--- src/design/gpio_port_command_unit_core_macros.svh ---
// Assertion macros for the GPIO port command unit.
// Used by the top level; no other dependencies.
`ifndef GPIO_PORT_COMMAND_UNIT_CORE_MACROS_SVH
`define GPIO_PORT_COMMAND_UNIT_CORE_MACROS_SVH

`ifndef SYNTHESIS
// Check an implication or plain property, disabled in reset.
`define GPCU_ASSERT(label, clk, rst_n, prop) \
    label: assert property (@(posedge clk) disable iff (!rst_n) (prop)) \
        else $error("gpcu assertion failed");
// Check that a condition never holds, disabled in reset.
`define GPCU_NEVER(label, clk, rst_n, cond) \
    label: assert property (@(posedge clk) disable iff (!rst_n) !(cond)) \
        else $error("gpcu forbidden condition seen");
`else
`define GPCU_ASSERT(label, clk, rst_n, prop)
`define GPCU_NEVER(label, clk, rst_n, cond)
`endif

`endif

--- src/design/gpcu_pkg.sv ---
// Shared types and constants of the GPIO port command unit.
// No dependencies.
`default_nettype none

package gpcu_pkg;

    localparam int PORT_COUNT = 7;
    localparam int PIN_W      = 16;
    localparam int PORT_W     = 3;
    localparam int CMD_W      = 9;
    localparam int RSV_REGS   = 7;
    localparam int CFG_IDX_W  = 3;
    localparam int ADDR_W     = $clog2(PORT_COUNT);

    // Command flag positions
    localparam int CMD_CONFIN  = 0;
    localparam int CMD_CONFOUT = 1;
    localparam int CMD_CONFOD  = 2;
    localparam int CMD_DECONF  = 3;
    localparam int CMD_STORE   = 4;
    localparam int CMD_SET     = 5;
    localparam int CMD_CLEAR   = 6;
    localparam int CMD_INVERT  = 7;
    localparam int CMD_POLL    = 8;

    // Status codes
    localparam logic STATUS_OK      = 1'b0;
    localparam logic STATUS_NO_PORT = 1'b1;

    // Per-port state word
    typedef struct packed {
        logic [PIN_W-1:0] cfg;
        logic [PIN_W-1:0] dir;
        logic [PIN_W-1:0] latch;
        logic [PIN_W-1:0] od;
    } t_port_state;

    // State memory access
    typedef struct packed {
        logic              re;
        logic [ADDR_W-1:0] raddr;
        logic              we;
        logic [ADDR_W-1:0] waddr;
    } t_mem_req;

    // Port state after reset: nothing configured, every pin an input
    localparam t_port_state PORT_RST = '{
        cfg:   {PIN_W{1'b0}},
        dir:   {PIN_W{1'b1}},
        latch: {PIN_W{1'b0}},
        od:    {PIN_W{1'b0}}
    };

endpackage

`default_nettype wire

--- src/design/gpcu_state_mem.sv ---
// Per-port state memory, registered read, with per-entry valid bits.
// Depends on gpcu_pkg.
`default_nettype none

module gpcu_state_mem
    import gpcu_pkg::*;
(
    input  wire         i_clk,
    input  wire         i_rst_n,
    input  t_mem_req    i_req,
    input  t_port_state i_wdata,
    output t_port_state o_rdata
);

    t_port_state             r_mem [PORT_COUNT];
    logic [PORT_COUNT-1:0]   r_vld;
    t_port_state             r_rdata;
    logic                    r_rvld;

    // Write the entry
    always_ff @(posedge i_clk) begin
        if (i_req.we) begin
            r_mem[i_req.waddr] <= i_wdata;
        end
    end

    // Mark written entries valid; reset invalidates all
    always_ff @(posedge i_clk) begin
        if (!i_rst_n) begin
            r_vld <= '0;
        end else if (i_req.we) begin
            r_vld[i_req.waddr] <= 1'b1;
        end
    end

    // Registered read
    always_ff @(posedge i_clk) begin
        if (i_req.re) begin
            r_rdata <= r_mem[i_req.raddr];
        end
    end

    always_ff @(posedge i_clk) begin
        if (!i_rst_n) begin
            r_rvld <= 1'b0;
        end else if (i_req.re) begin
            r_rvld <= r_vld[i_req.raddr];
        end
    end

    // An unwritten entry reads as the reset state
    assign o_rdata = r_rvld ? r_rdata : PORT_RST;

endmodule

`default_nettype wire

--- src/design/gpcu_cmd_alu.sv ---
// Command logic: applies the flagged commands, in fixed order, to one port.
// Depends on gpcu_pkg.
`default_nettype none

module gpcu_cmd_alu
    import gpcu_pkg::*;
(
    input  t_port_state      i_state,
    input  wire [CMD_W-1:0]  i_cmd,
    input  wire [PIN_W-1:0]  i_mask,
    input  wire [PIN_W-1:0]  i_levels,
    output t_port_state      o_state,
    output logic [PIN_W-1:0] o_read_value
);

    always_comb begin
        t_port_state st;
        st = i_state;

        // Configure as input, output, open-drain output
        if (i_cmd[CMD_CONFIN]) begin
            st.dir = st.dir | i_mask;
            st.cfg = st.cfg | i_mask;
        end
        if (i_cmd[CMD_CONFOUT]) begin
            st.od  = st.od & ~i_mask;
            st.dir = st.dir & ~i_mask;
            st.cfg = st.cfg | i_mask;
        end
        if (i_cmd[CMD_CONFOD]) begin
            st.od  = st.od | i_mask;
            st.dir = st.dir & ~i_mask;
            st.cfg = st.cfg | i_mask;
        end
        // Deconfigure
        if (i_cmd[CMD_DECONF]) begin
            st.cfg = st.cfg & ~i_mask;
        end
        // Latch updates act only on configured pins
        if (i_cmd[CMD_STORE]) begin
            st.latch = (st.latch & ~st.cfg) | (i_mask & st.cfg);
        end
        if (i_cmd[CMD_SET]) begin
            st.latch = st.latch | (i_mask & st.cfg);
        end
        if (i_cmd[CMD_CLEAR]) begin
            st.latch = st.latch & ~(i_mask & st.cfg);
        end
        if (i_cmd[CMD_INVERT]) begin
            st.latch = st.latch ^ (i_mask & st.cfg);
        end
        o_state = st;
    end

    // Poll
    assign o_read_value = i_cmd[CMD_POLL] ? i_levels : {PIN_W{1'b0}};

endmodule

`default_nettype wire

--- src/design/gpio_port_command_unit_core.sv ---
// GPIO port command unit: seven ports, reserved-pin filter, state in one memory.
// A request is captured with its memory read; in S_CALC the result enters the output
// register and the addressed port word is written back. One request is in flight at a
// time, until that write-back; a stalled output holds the write-back stage.
// Reset (synchronous, active low): reserved pins cleared, all port entries
// invalidated so each reads as unconfigured with every pin an input.
`default_nettype none
`include "gpio_port_command_unit_core_macros.svh"

module gpio_port_command_unit_core
    import gpcu_pkg::*;
(
    input  wire                  i_clk,
    input  wire                  i_rst_n,
    // Request channel
    input  wire                  i_in_valid,
    output logic                 o_in_stall,
    input  wire [PORT_W-1:0]     i_port_index,
    input  wire [CMD_W-1:0]      i_command_flags,
    input  wire [PIN_W-1:0]      i_pin_mask,
    input  wire [PIN_W-1:0]      i_pin_levels,
    // Result channel
    output logic                 o_out_valid,
    input  wire                  i_out_stall,
    output logic                 o_status,
    output logic [PIN_W-1:0]     o_read_value,
    output logic [PIN_W-1:0]     o_direction_out,
    output logic [PIN_W-1:0]     o_latch_out,
    output logic [PIN_W-1:0]     o_open_drain_out,
    // Configuration write channel
    input  wire                  i_cfg_valid,
    output logic                 o_cfg_ready,
    input  wire [CFG_IDX_W-1:0]  i_cfg_index,
    input  wire [PIN_W-1:0]      i_cfg_data
);

    typedef enum logic [1:0] {
        S_IDLE = 2'b01,
        S_CALC = 2'b10
    } t_state;

    t_state           r_state, n_state;
    logic [PIN_W-1:0] r_rsv [RSV_REGS];
    logic [PORT_W-1:0] r_port;
    logic [CMD_W-1:0] r_cmd;
    logic [PIN_W-1:0] r_mask;
    logic [PIN_W-1:0] r_levels;
    logic             r_err;
    logic             r_out_valid;
    logic             r_status;
    logic [PIN_W-1:0] r_read;
    logic [PIN_W-1:0] r_dir;
    logic [PIN_W-1:0] r_latch;
    logic [PIN_W-1:0] r_od;

    logic             in_accept;
    logic             port_ok;
    logic [PIN_W-1:0] rsv_sel;
    logic             calc_done;
    t_mem_req         mem_req;
    t_port_state      mem_rdata;
    t_port_state      alu_state;
    logic [PIN_W-1:0] alu_read;

    assign o_cfg_ready = 1'b1;

    // Reserved-pin registers
    always_ff @(posedge i_clk) begin
        if (!i_rst_n) begin
            for (int k = 0; k < RSV_REGS; k++) begin
                r_rsv[k] <= '0;
            end
        end else if (i_cfg_valid && o_cfg_ready &&
                     (i_cfg_index < CFG_IDX_W'(RSV_REGS))) begin
            r_rsv[i_cfg_index] <= i_cfg_data;
        end
    end

    // Accept a request only when no other is in flight
    assign o_in_stall = (r_state != S_IDLE);
    assign in_accept  = i_in_valid && !o_in_stall;
    assign port_ok    = (i_port_index < PORT_W'(PORT_COUNT));
    assign rsv_sel    = port_ok ? r_rsv[i_port_index] : {PIN_W{1'b0}};

    // Write-back may proceed once the output register can take the result
    assign calc_done  = (r_state == S_CALC) && (!r_out_valid || !i_out_stall);

    // Control
    always_comb begin
        n_state = r_state;
        case (r_state)
            S_IDLE: begin
                if (in_accept) begin
                    n_state = S_CALC;
                end
            end
            S_CALC: begin
                if (calc_done) begin
                    n_state = S_IDLE;
                end
            end
            default: n_state = S_IDLE;
        endcase
    end

    always_ff @(posedge i_clk) begin
        if (!i_rst_n) begin
            r_state <= S_IDLE;
        end else begin
            r_state <= n_state;
        end
    end

    // Capture the request with its filtered mask
    always_ff @(posedge i_clk) begin
        if (in_accept) begin
            r_port   <= i_port_index;
            r_cmd    <= i_command_flags;
            r_mask   <= i_pin_mask & ~rsv_sel;
            r_levels <= i_pin_levels;
            r_err    <= !port_ok;
        end
    end

    // Memory: read on accept of a valid port, write back when a valid port's result enters the output register
    always_comb begin
        mem_req.re    = in_accept && port_ok;
        mem_req.raddr = i_port_index[ADDR_W-1:0];
        mem_req.we    = calc_done && !r_err;
        mem_req.waddr = r_port[ADDR_W-1:0];
    end

    gpcu_state_mem u_mem (
        .i_clk   (i_clk),
        .i_rst_n (i_rst_n),
        .i_req   (mem_req),
        .i_wdata (alu_state),
        .o_rdata (mem_rdata)
    );

    gpcu_cmd_alu u_alu (
        .i_state      (mem_rdata),
        .i_cmd        (r_cmd),
        .i_mask       (r_mask),
        .i_levels     (r_levels),
        .o_state      (alu_state),
        .o_read_value (alu_read)
    );

    // Output register
    always_ff @(posedge i_clk) begin
        if (!i_rst_n) begin
            r_out_valid <= 1'b0;
        end else if (calc_done) begin
            r_out_valid <= 1'b1;
        end else if (!i_out_stall) begin
            r_out_valid <= 1'b0;
        end
    end

    always_ff @(posedge i_clk) begin
        if (calc_done) begin
            if (r_err) begin
                r_status <= STATUS_NO_PORT;
                r_read   <= '0;
                r_dir    <= '0;
                r_latch  <= '0;
                r_od     <= '0;
            end else begin
                r_status <= STATUS_OK;
                r_read   <= alu_read;
                r_dir    <= alu_state.dir;
                r_latch  <= alu_state.latch;
                r_od     <= alu_state.od;
            end
        end
    end

    assign o_out_valid      = r_out_valid;
    assign o_status         = r_status;
    assign o_read_value     = r_read;
    assign o_direction_out  = r_dir;
    assign o_latch_out      = r_latch;
    assign o_open_drain_out = r_od;

    // Checks
    `GPCU_ASSERT(a_accept_to_calc, i_clk, i_rst_n, in_accept |=> (r_state == S_CALC))
    `GPCU_NEVER(a_no_write_on_error, i_clk, i_rst_n, mem_req.we && r_err)
    `GPCU_ASSERT(a_write_only_in_calc, i_clk, i_rst_n, mem_req.we |-> (r_state == S_CALC))
    `GPCU_ASSERT(a_error_zero, i_clk, i_rst_n, (r_out_valid && (r_status == STATUS_NO_PORT)) |-> ((r_dir == '0) && (r_latch == '0) && (r_od == '0) && (r_read == '0)))

endmodule

`default_nettype wire

--- config.mk ---
export PLATFORM = sky130hd
export DESIGN_NAME = gpio_port_command_unit_core
export DESIGN_NICKNAME = d
export VERILOG_FILES = /design/src/design/gpcu_pkg.sv /design/src/design/gpcu_state_mem.sv /design/src/design/gpcu_cmd_alu.sv /design/src/design/gpio_port_command_unit_core.sv
export VERILOG_INCLUDE_DIRS = /design/src /design/src/design
export SDC_FILE = /design/constraint.sdc
export NUM_CORES = 1
export LEC_CHECK = 0
export ABC_AREA = 1
export ABC_CLOCK_PERIOD_IN_PS = 7200
export BUFFER_PORTS_ARGS = -buffer_cell sky130_fd_sc_hd__buf_4
export CAP_MARGIN = 10
export CORE_MARGIN = 2
export CORE_UTILIZATION = 55
export DETAILED_ROUTE_END_ITERATION = 6
export GPL_ROUTABILITY_DRIVEN = 0
export GPL_TIMING_DRIVEN = 0
export PLACE_DENSITY = 0.72
export SLEW_MARGIN = 20
export SYNTH_ARGS = -nofsm -noshare
export SYNTH_HDL_FRONTEND = slang
export SYNTH_HIERARCHICAL = 1
export SYNTH_SLANG_ARGS = --single-unit
--- constraint.sdc ---
create_clock -name i_clk -period 7.2 [get_ports i_clk]
set_input_delay 0.72 -clock i_clk [delete_from_list [all_inputs] [get_ports i_clk]]
set_output_delay 0.72 -clock i_clk [all_outputs]
set_load 0.03 [all_outputs]
# Yosys cells after proc, flatten, opt, wreduce, memory -nomap -nowiden
# Memories as Yosys holds them, arrays and structs flattened. A register that Yosys moved wholly into a read port is not among the register bits.
# Index checks and enable logic that the tools add are counted.
[word_totals]
ff_bits = 121
ram_bits = 560
inputBits = 68
output_inout_bits = 68
elab_cells = 95
n_memories = 2
[mem_list]
columns = ["memory", "words", "width", "read_ports", "rd_clocked_by_memory_dff", "write_ports", "line_no", "rtl"]
rows = [
  ["u_mem.r_mem", 7, 64, 1, 1, 1, "gpcu_state_mem.sv:15", "t_port_state r_mem [PORT_COUNT];"],
  ["r_rsv", 7, 16, 1, 0, 7, "gpio_port_command_unit_core.sv:43", "logic [PIN_W-1:0] r_rsv [RSV_REGS];"],
]
[classes]
order_cmp = 5
eq_ne = 6
mux = 31
bitwise_logic = 22
n_reduce_logical = 15
[ops]
columns = ["cell", "n"]
rows = [
  ["two-way mux 16 bit", 9],
  ["AND 16 bit", 8],
  ["bitwise OR 16 bit", 7],
  ["two-way mux 32 bit", 3],
  ["two-way mux 64 bit", 1],
  ["inverter 16 bit", 4],
  ["OR reduction 16 bit", 1],
  ["bitwise XOR 16 bit", 1],
  ["two-way mux 1 bit", 12],
  ["< comparator 3 x 4 -> 1 bit, second input constant", 2],
  ["bitwise OR 7 bit", 1],
  ["logical AND 1 bit", 6],
  ["< comparator 3 bit, second input constant", 2],
  ["zero test 1 bit", 5],
  ["two-way mux 2 bit", 2],
  ["!= test 2 x 1 -> 1 bit, second input constant", 2],
  ["!= test 2 bit, second input constant", 2],
  ["one-hot mux 2 bit (2 select lines)", 1],
  ["binary-select mux 1 bit (select 3 bit)", 1],
  ["demux 1 bit (select 3 bit)", 1],
  ["greater-or-equal comparator 3 x 1 -> 1 bit, second input constant", 1],
  ["two-way mux 3 bit", 1],
  ["equality test 2 x 1 -> 1 bit, second input constant", 1],
  ["equality test 2 bit, second input constant", 1],
  ["other kinds (4)", 4],
]

# Logic depth before layout (Yosys ltp)
# Gate-level depths: netlist of the first run.
[depth]
word_depth = 19
ltp_mapped = 16
mapped_depth_nobuf = 13

# By module
# Netlist of the first run, hierarchy kept.
[modules_own_cells]
columns = ["module", "n_inst", "cells_per_inst", "area_each_um2", "seq_area_each_um2"]
rows = [
  ["gpcu_state_mem", 1, 1481, 20031.7, 15534.9],
  ["gpio_port_command_unit_core", 1, 908, 9577.9, 6566.3],
  ["gpcu_cmd_alu", 1, 442, 1974.4, 0.0],
]

# Worst setup path before layout of the first run
# No wires, ideal clock.
[synth_path]
kind = "input to register"
startpoint = "in i_out_stall"
endpoint = "mem u_mem/r_mem[5][0] (netlist name) (enable)"
setup_ps = 567
arrival_ps = 5566
required_time_ps = 6633
slack_ps = 1067
cell_stages = 5
n_path_buf = 0
path_cell_list = "nand2_1 -> inv_1 -> nor3_1 -> nand2_1 -> nor3_1"
[synth_rtl]
columns = ["item", "line_no", "rtl"]
rows = [
  ["from (decl)", "gpio_port_command_unit_core.sv:24", "input wire i_out_stall,"],
  ["to (decl)", "gpcu_state_mem.sv:15", ""],
]

==> results.cfg, run 1 <==
[clock_network]
cts_root_buffer = clkbuf_16
worstSkewPairLatency_ps = 620
clk_pin_slew_ps = 60
numCtsBuffers = 75
cts_setup_buffers = 0
clk_path_buf_depth = 3
cts_hold_buffers = 0
post_cts_resized = 0
cts.sinks = 745
htreeDepth = 3
cts_tree = done

[routing]
wl_um = 81800
vias_per_cell = 5.64
drt-initial-drc-count = 2493
num_vias = 21927
ant_nets = 0
dr.pass1.iters = 6
wl_per_cell_um = 21.0
drcViolationCount = 0

[placement]
detailed_place_hpwl_um = 56300
place_area_um2 = 33900
io_buffers = 133

[grt]
grt_overflow = 0
grt_pass1_wl_um = 124000
antenna_found_initial = 1
grt_pass1_vias = 21363
track_usage = 0.277
grt_max_degree = 37

[floorplanning]
ioPinCount = 136
core_um2 = 56600
initial_core_util = 0.558
fp.dieW_um = 244
dieHeight_um = 244
fp-row-count = 87
fp.dieArea_um2 = 59400

[pwr]
p_clk_frac = 0.403
p_sw_frac = 0.234
total_power_uw = 9680
p_int_uw = 7420
p_leak_uw = 0.0143
p_switching_uw = 2270
seqPwrFrac = 0.513
pwr-share-comb = 0.084
pwr_density_cell_nw_per_um2 = 266
ir_worst_vdd_mv = 0.190

[timing]
finalCriticalPeriod_ps = 3380
rsz0062_at_grt = no
setup_tns_ps = 0
slew_violations = 0
slew_headroom = 0.214
setup_viol = 0
clock_skew_ps = 29.6
fmax_mhz = 296
tightest_slew_ps = 1180
hold_ws_ps = 280
final_hold_viol_count = 0
fin_crit_sh = 0.469

[setup_path]
cp_max_fo = 10
crit_path_start_kind = flop
worstPathRequired_ps = 7500
r2r-start = r_err
crit_arrival_ps = 3680
startpoint = r_err
worstSetupEndpointType = flop
critical_path_class = flop to flop

[layout]
multi_input_area_um2 = 7570
antennaDiodeCount = 0
fillCellCount = 4305
nets = 3142
post-route-util = 0.643
drive_above_1_share = 0.133
final_area_um2 = 36400
area_delta_synth_final_pct = 15.2
register_area_um2 = 22100

[yosys]
netlist_top_cells_area = edfxtp_1, nand2_1, nor2_1, inv_1, nand3_1
synth-edff-count = 718
yosysWarningCount = 6
synth_area_um2 = 31600
syn_nets = 2899
syn_area_per_cell_um2 = 11.2
ys_seq_elements = 745
ys_seq_area_frac = 0.700
synthCells = 2831
synthTopCellsByCount = edfxtp_1, nand2_1, nor2_1, inv_1, nand3_1
synth_top_area_frac = 0.683
async_flop_share = 0
synth_most_common_cell = edfxtp_1
synth_largest_area_cell = edfxtp_1
synth_ff_type = edfxtp_1
ys_types = 35

[worst_hold_path]
hold_class = input port to flop
min_from = i_command_flags[4]

[flow_run]
drv_cap = 0

[status]
status = completed
[critical path: stages, from the launching register on]
cell and delay (ps):
edfxtp_1 400, clkbuf_1 510, nor3_1 430, nand2_1 190, nor3_2 560, buf_4 300
buf_4 220, buf_4 240, buf_4 230
[stage by stage]
step                      cells  worst slack [ps]
after global placement     3720             -3060
after floorplan            2831              1070
after global routing       3888              3650
final                      3888              3820
after detailed placement   3753              3820
after CTS                  3888              3790
[cell usage in the layout (no fill, tap or decap), types with 20 or more instances in the layout]
master | netlist | final
o211ai_1 | 65 | 65
o21ai_1 | 20 | 20
clkbuf_1 | 65 | 72
o21ai_0 | 139 | 139
o22ai_1 | 64 | 64
nand4_1 | 23 | 23
clkinv_1 | 0 | 21
buf_2 | 36 | 36
inv_1 | 260 | 255
buf_6 | 26 | 26
nor2_1 | 368 | 366
buf_4 | 18 | 175
dfxtp_1 | 27 | 27
nand3_1 | 155 | 155
nand2_1 | 699 | 699
a21oi_1 | 51 | 51
clkbuf_16 | 0 | 79
edfxtp_1 | 718 | 718
[metal layers]
metal	vias to the layer above	GRT usage	share of wire
met2	1076	0.445	0.47
li1	10106	-	-
met4	0	0.145	0.050
met3	169	0.0358	0.080
met5	-	0	0
met1	10576	0.374	0.40
[kinds of logic (layout without fill, tap and decap cells)]
| group | after synthesis | count (layout) | synth area share |
|---|---|---|---|
| AND/OR/NAND/NOR | 1314 | 1314 | 0.176 |
| flip-flops | 745 | 745 | 0.700 |
| buffers and inverters | 428 | 729 | 0.0614 |
| AO/OA/AOI/OAI | 343 | 343 | 0.0625 |
| other | 1 | 1 | 0.000119 |
[power by group through the flow]
stage	Combinational (µW)	Clock, µW	Sequential, µW
floorplan	483	0	5050
global placement	760	0	5060
detailed placement	792	0	5060
CTS	799	3930	4970
global route	885	4100	4970
finish	810	3900	4970
[layout make-up]
class | instances | area share
timing repair buffer | 166 | 0.0376
inverter | 271 | 0.0283
sequential | 745 | 0.608
clock inverter | 49 | 0.0121
multi-input combinational | 1658 | 0.208
clock buffer | 86 | 0.0551
buffer | 157 | 0.0253
tap | 756 | 0.0260
[state kept, by name, indices dropped and copies added (netlist names), 16 cells and up]
signal,cells
o_direction_out,16
o_latch_out,16
o_open_drain_out,16
o_read_value,16
r_levels,16
r_mask,16
r_rsv,112
u_mem/r_mem,448
u_mem/r_rdata,64
[final timing paths]
check	to	slack [ps]	cells after the start
max	u_mem/r_mem[3][29]	3820	8
min	r_cmd[4]	280	1
max reg2reg	u_mem/r_mem[3][29]	3820	8
min reg2reg	u_mem/r_vld[0]	470	2
Note: power is estimated with default switching activity, not from simulation.
==> run 2: changes to the inputs <==
Settings changed: ABC_CLOCK_PERIOD_IN_PS 7200 to 3300.
Clock period 7.2 ns to 3.3 ns, I/O delays scaled along.
==> results.cfg, run 2 (synthesis results as in run 1) <==
[layout]
antennaDiodeCount = 0
drive_above_1_share = 0.128
nets = 3165
final_common_cell = edfxtp_1
top_register = u_mem/r_mem
largest_reg_flops = 448
fillCellCount = 4240
area_delta_synth_final_pct = 16.2
multi_input_area_um2 = 7590
reg_top3 = u_mem/r_mem (448), r_rsv (112), u_mem/r_rdata (64)
final_cell_mix = edfxtp_1, nand2_1, nor2_1, inv_1
post-route-util = 0.648
register_area_um2 = 22100

[grt]
grt_overflow = 0
grt_pass1_wl_um = 124000
track_usage = 0.277
grt_pass1_vias = 21241
antenna_found_initial = 0
grt_max_degree = 41

[clock_network]
post_cts_resized = 0
cts.sinks = 745
clk_pin_slew_ps = 60
clk_path_buf_depth = 3
worstSkewPairLatency_ps = 610
cts_root_buffer = clkbuf_16
numCtsBuffers = 74
cts_tree = done
htreeDepth = 3

[routing]
drcViolationCount = 0
wl_um = 82200
num_vias = 22037
dr.pass1.iters = 6
vias_per_cell = 5.65
wl_per_cell_um = 21.1
drt-initial-drc-count = 2673
ant_nets = 0

[flow_run]
drv_cap = 0

[placement]
detailed_place_hpwl_um = 55900
io_buffers = 133

[timing]
slew_violations = 0
setup_viol = 0
tightest_slew_ps = 1170
fin_crit_sh = 0.922
hold_ws_ps = 42.4
final_hold_viol_count = 0
slew_headroom = 0.220
fmax_mhz = 329
clock_skew_ps = 16.6
finalCriticalPeriod_ps = 3040
rsz0062_at_grt = no
setup_tns_ps = 0

[status]
status = completed

[floorplanning]
ioPinCount = 136
fp-row-count = 87
fp.dieArea_um2 = 59400
dieHeight_um = 244
initial_core_util = 0.558
core_um2 = 56600
fp.dieW_um = 244

[setup_path]
path_cells = clkbuf_1, nor3_1, inv_1, nor2_1, nand3_1, inv_4, buf_12
worstPathRequired_ps = 3590
slowest_delay_ps = 510
cp_max_fo = 40
cp_slowest_cell = clkbuf_1
crit_arrival_ps = 3330
critical_path_class = flop to flop
worstSetupEndpointType = flop
crit_path_start_kind = flop

[pwr]
p_leak_uw = 0.0144
ir_worst_vdd_mv = 0.388
pwr_density_cell_nw_per_um2 = 567

[worst_hold_path]
hold_class = input port to flop
[run 2: path summary, 6_finish.rpt]
check | startpoint | depth (start not counted) | endpoint | slack (ps)
worst max-delay path | r_err | 7 | u_mem/r_mem[0][45] | 260
worst min-delay path | i_rst_n | 2 | u_mem/r_vld[6] | 40
worst max register to register | r_err | 7 | u_mem/r_mem[0][45] | 260
worst min register to register | u_mem/r_vld[1] | 2 | u_mem/r_vld[1] | 470
[run 2: what timing repair did]
| action | CTS | global route |
|---|---|---|
| endpoints found under the setup margin | 0 | 19 |
| hold buffers | 27 | 0 |
| buffers inserted | 0 | 4 |
| endpoints found under the hold margin | 27 | 0 |
[run 2: worst max-delay path: cells and delay by family (launching register included)]
kind,cells,cell delay [ps]
and+or+nand+nor,3,870
DFF,1,410
buffers and inverters,4,1400
[run 2: final cells by class]
cell class,count,share of cell area
flip-flops and latches,745,0.602
multi-input cells,1658,0.207
plain buffers,157,0.0251
clock inverters,35,0.00788
inverters,271,0.0281
clock buffers,91,0.0553
well taps,756,0.0258
repair buffers,190,0.0486
[run 2: through the flow]
step           setup WS (ps)  area (µm²)  power [µW]  cells
6_report                 257       36700       20800   3903
2_1_floorplan           -644       31600       12100   2831
4_1_cts                 99.6       36700       20900   3899
3_5_place_dp             126       34100       12800   3746
3_3_place_gp           -3390       33500       12700   3720
5_1_grt                 79.7       36700       21400   3903
[run 2: routing by layer]
layer | GRT usage | routed length, µm
met2 | 0.458 | 39800
met5 | 0 | 0
met4 | 0.129 | 3660
met1 | 0.364 | 32200
met3 | 0.0390 | 6470
[run 2: power breakdown]
| group | internal, µW | switching [µW] |
|---|---|---|
| registers | 10700 | 108 |
| clock network | 4730 | 3420 |
| logic | 502 | 1300 |
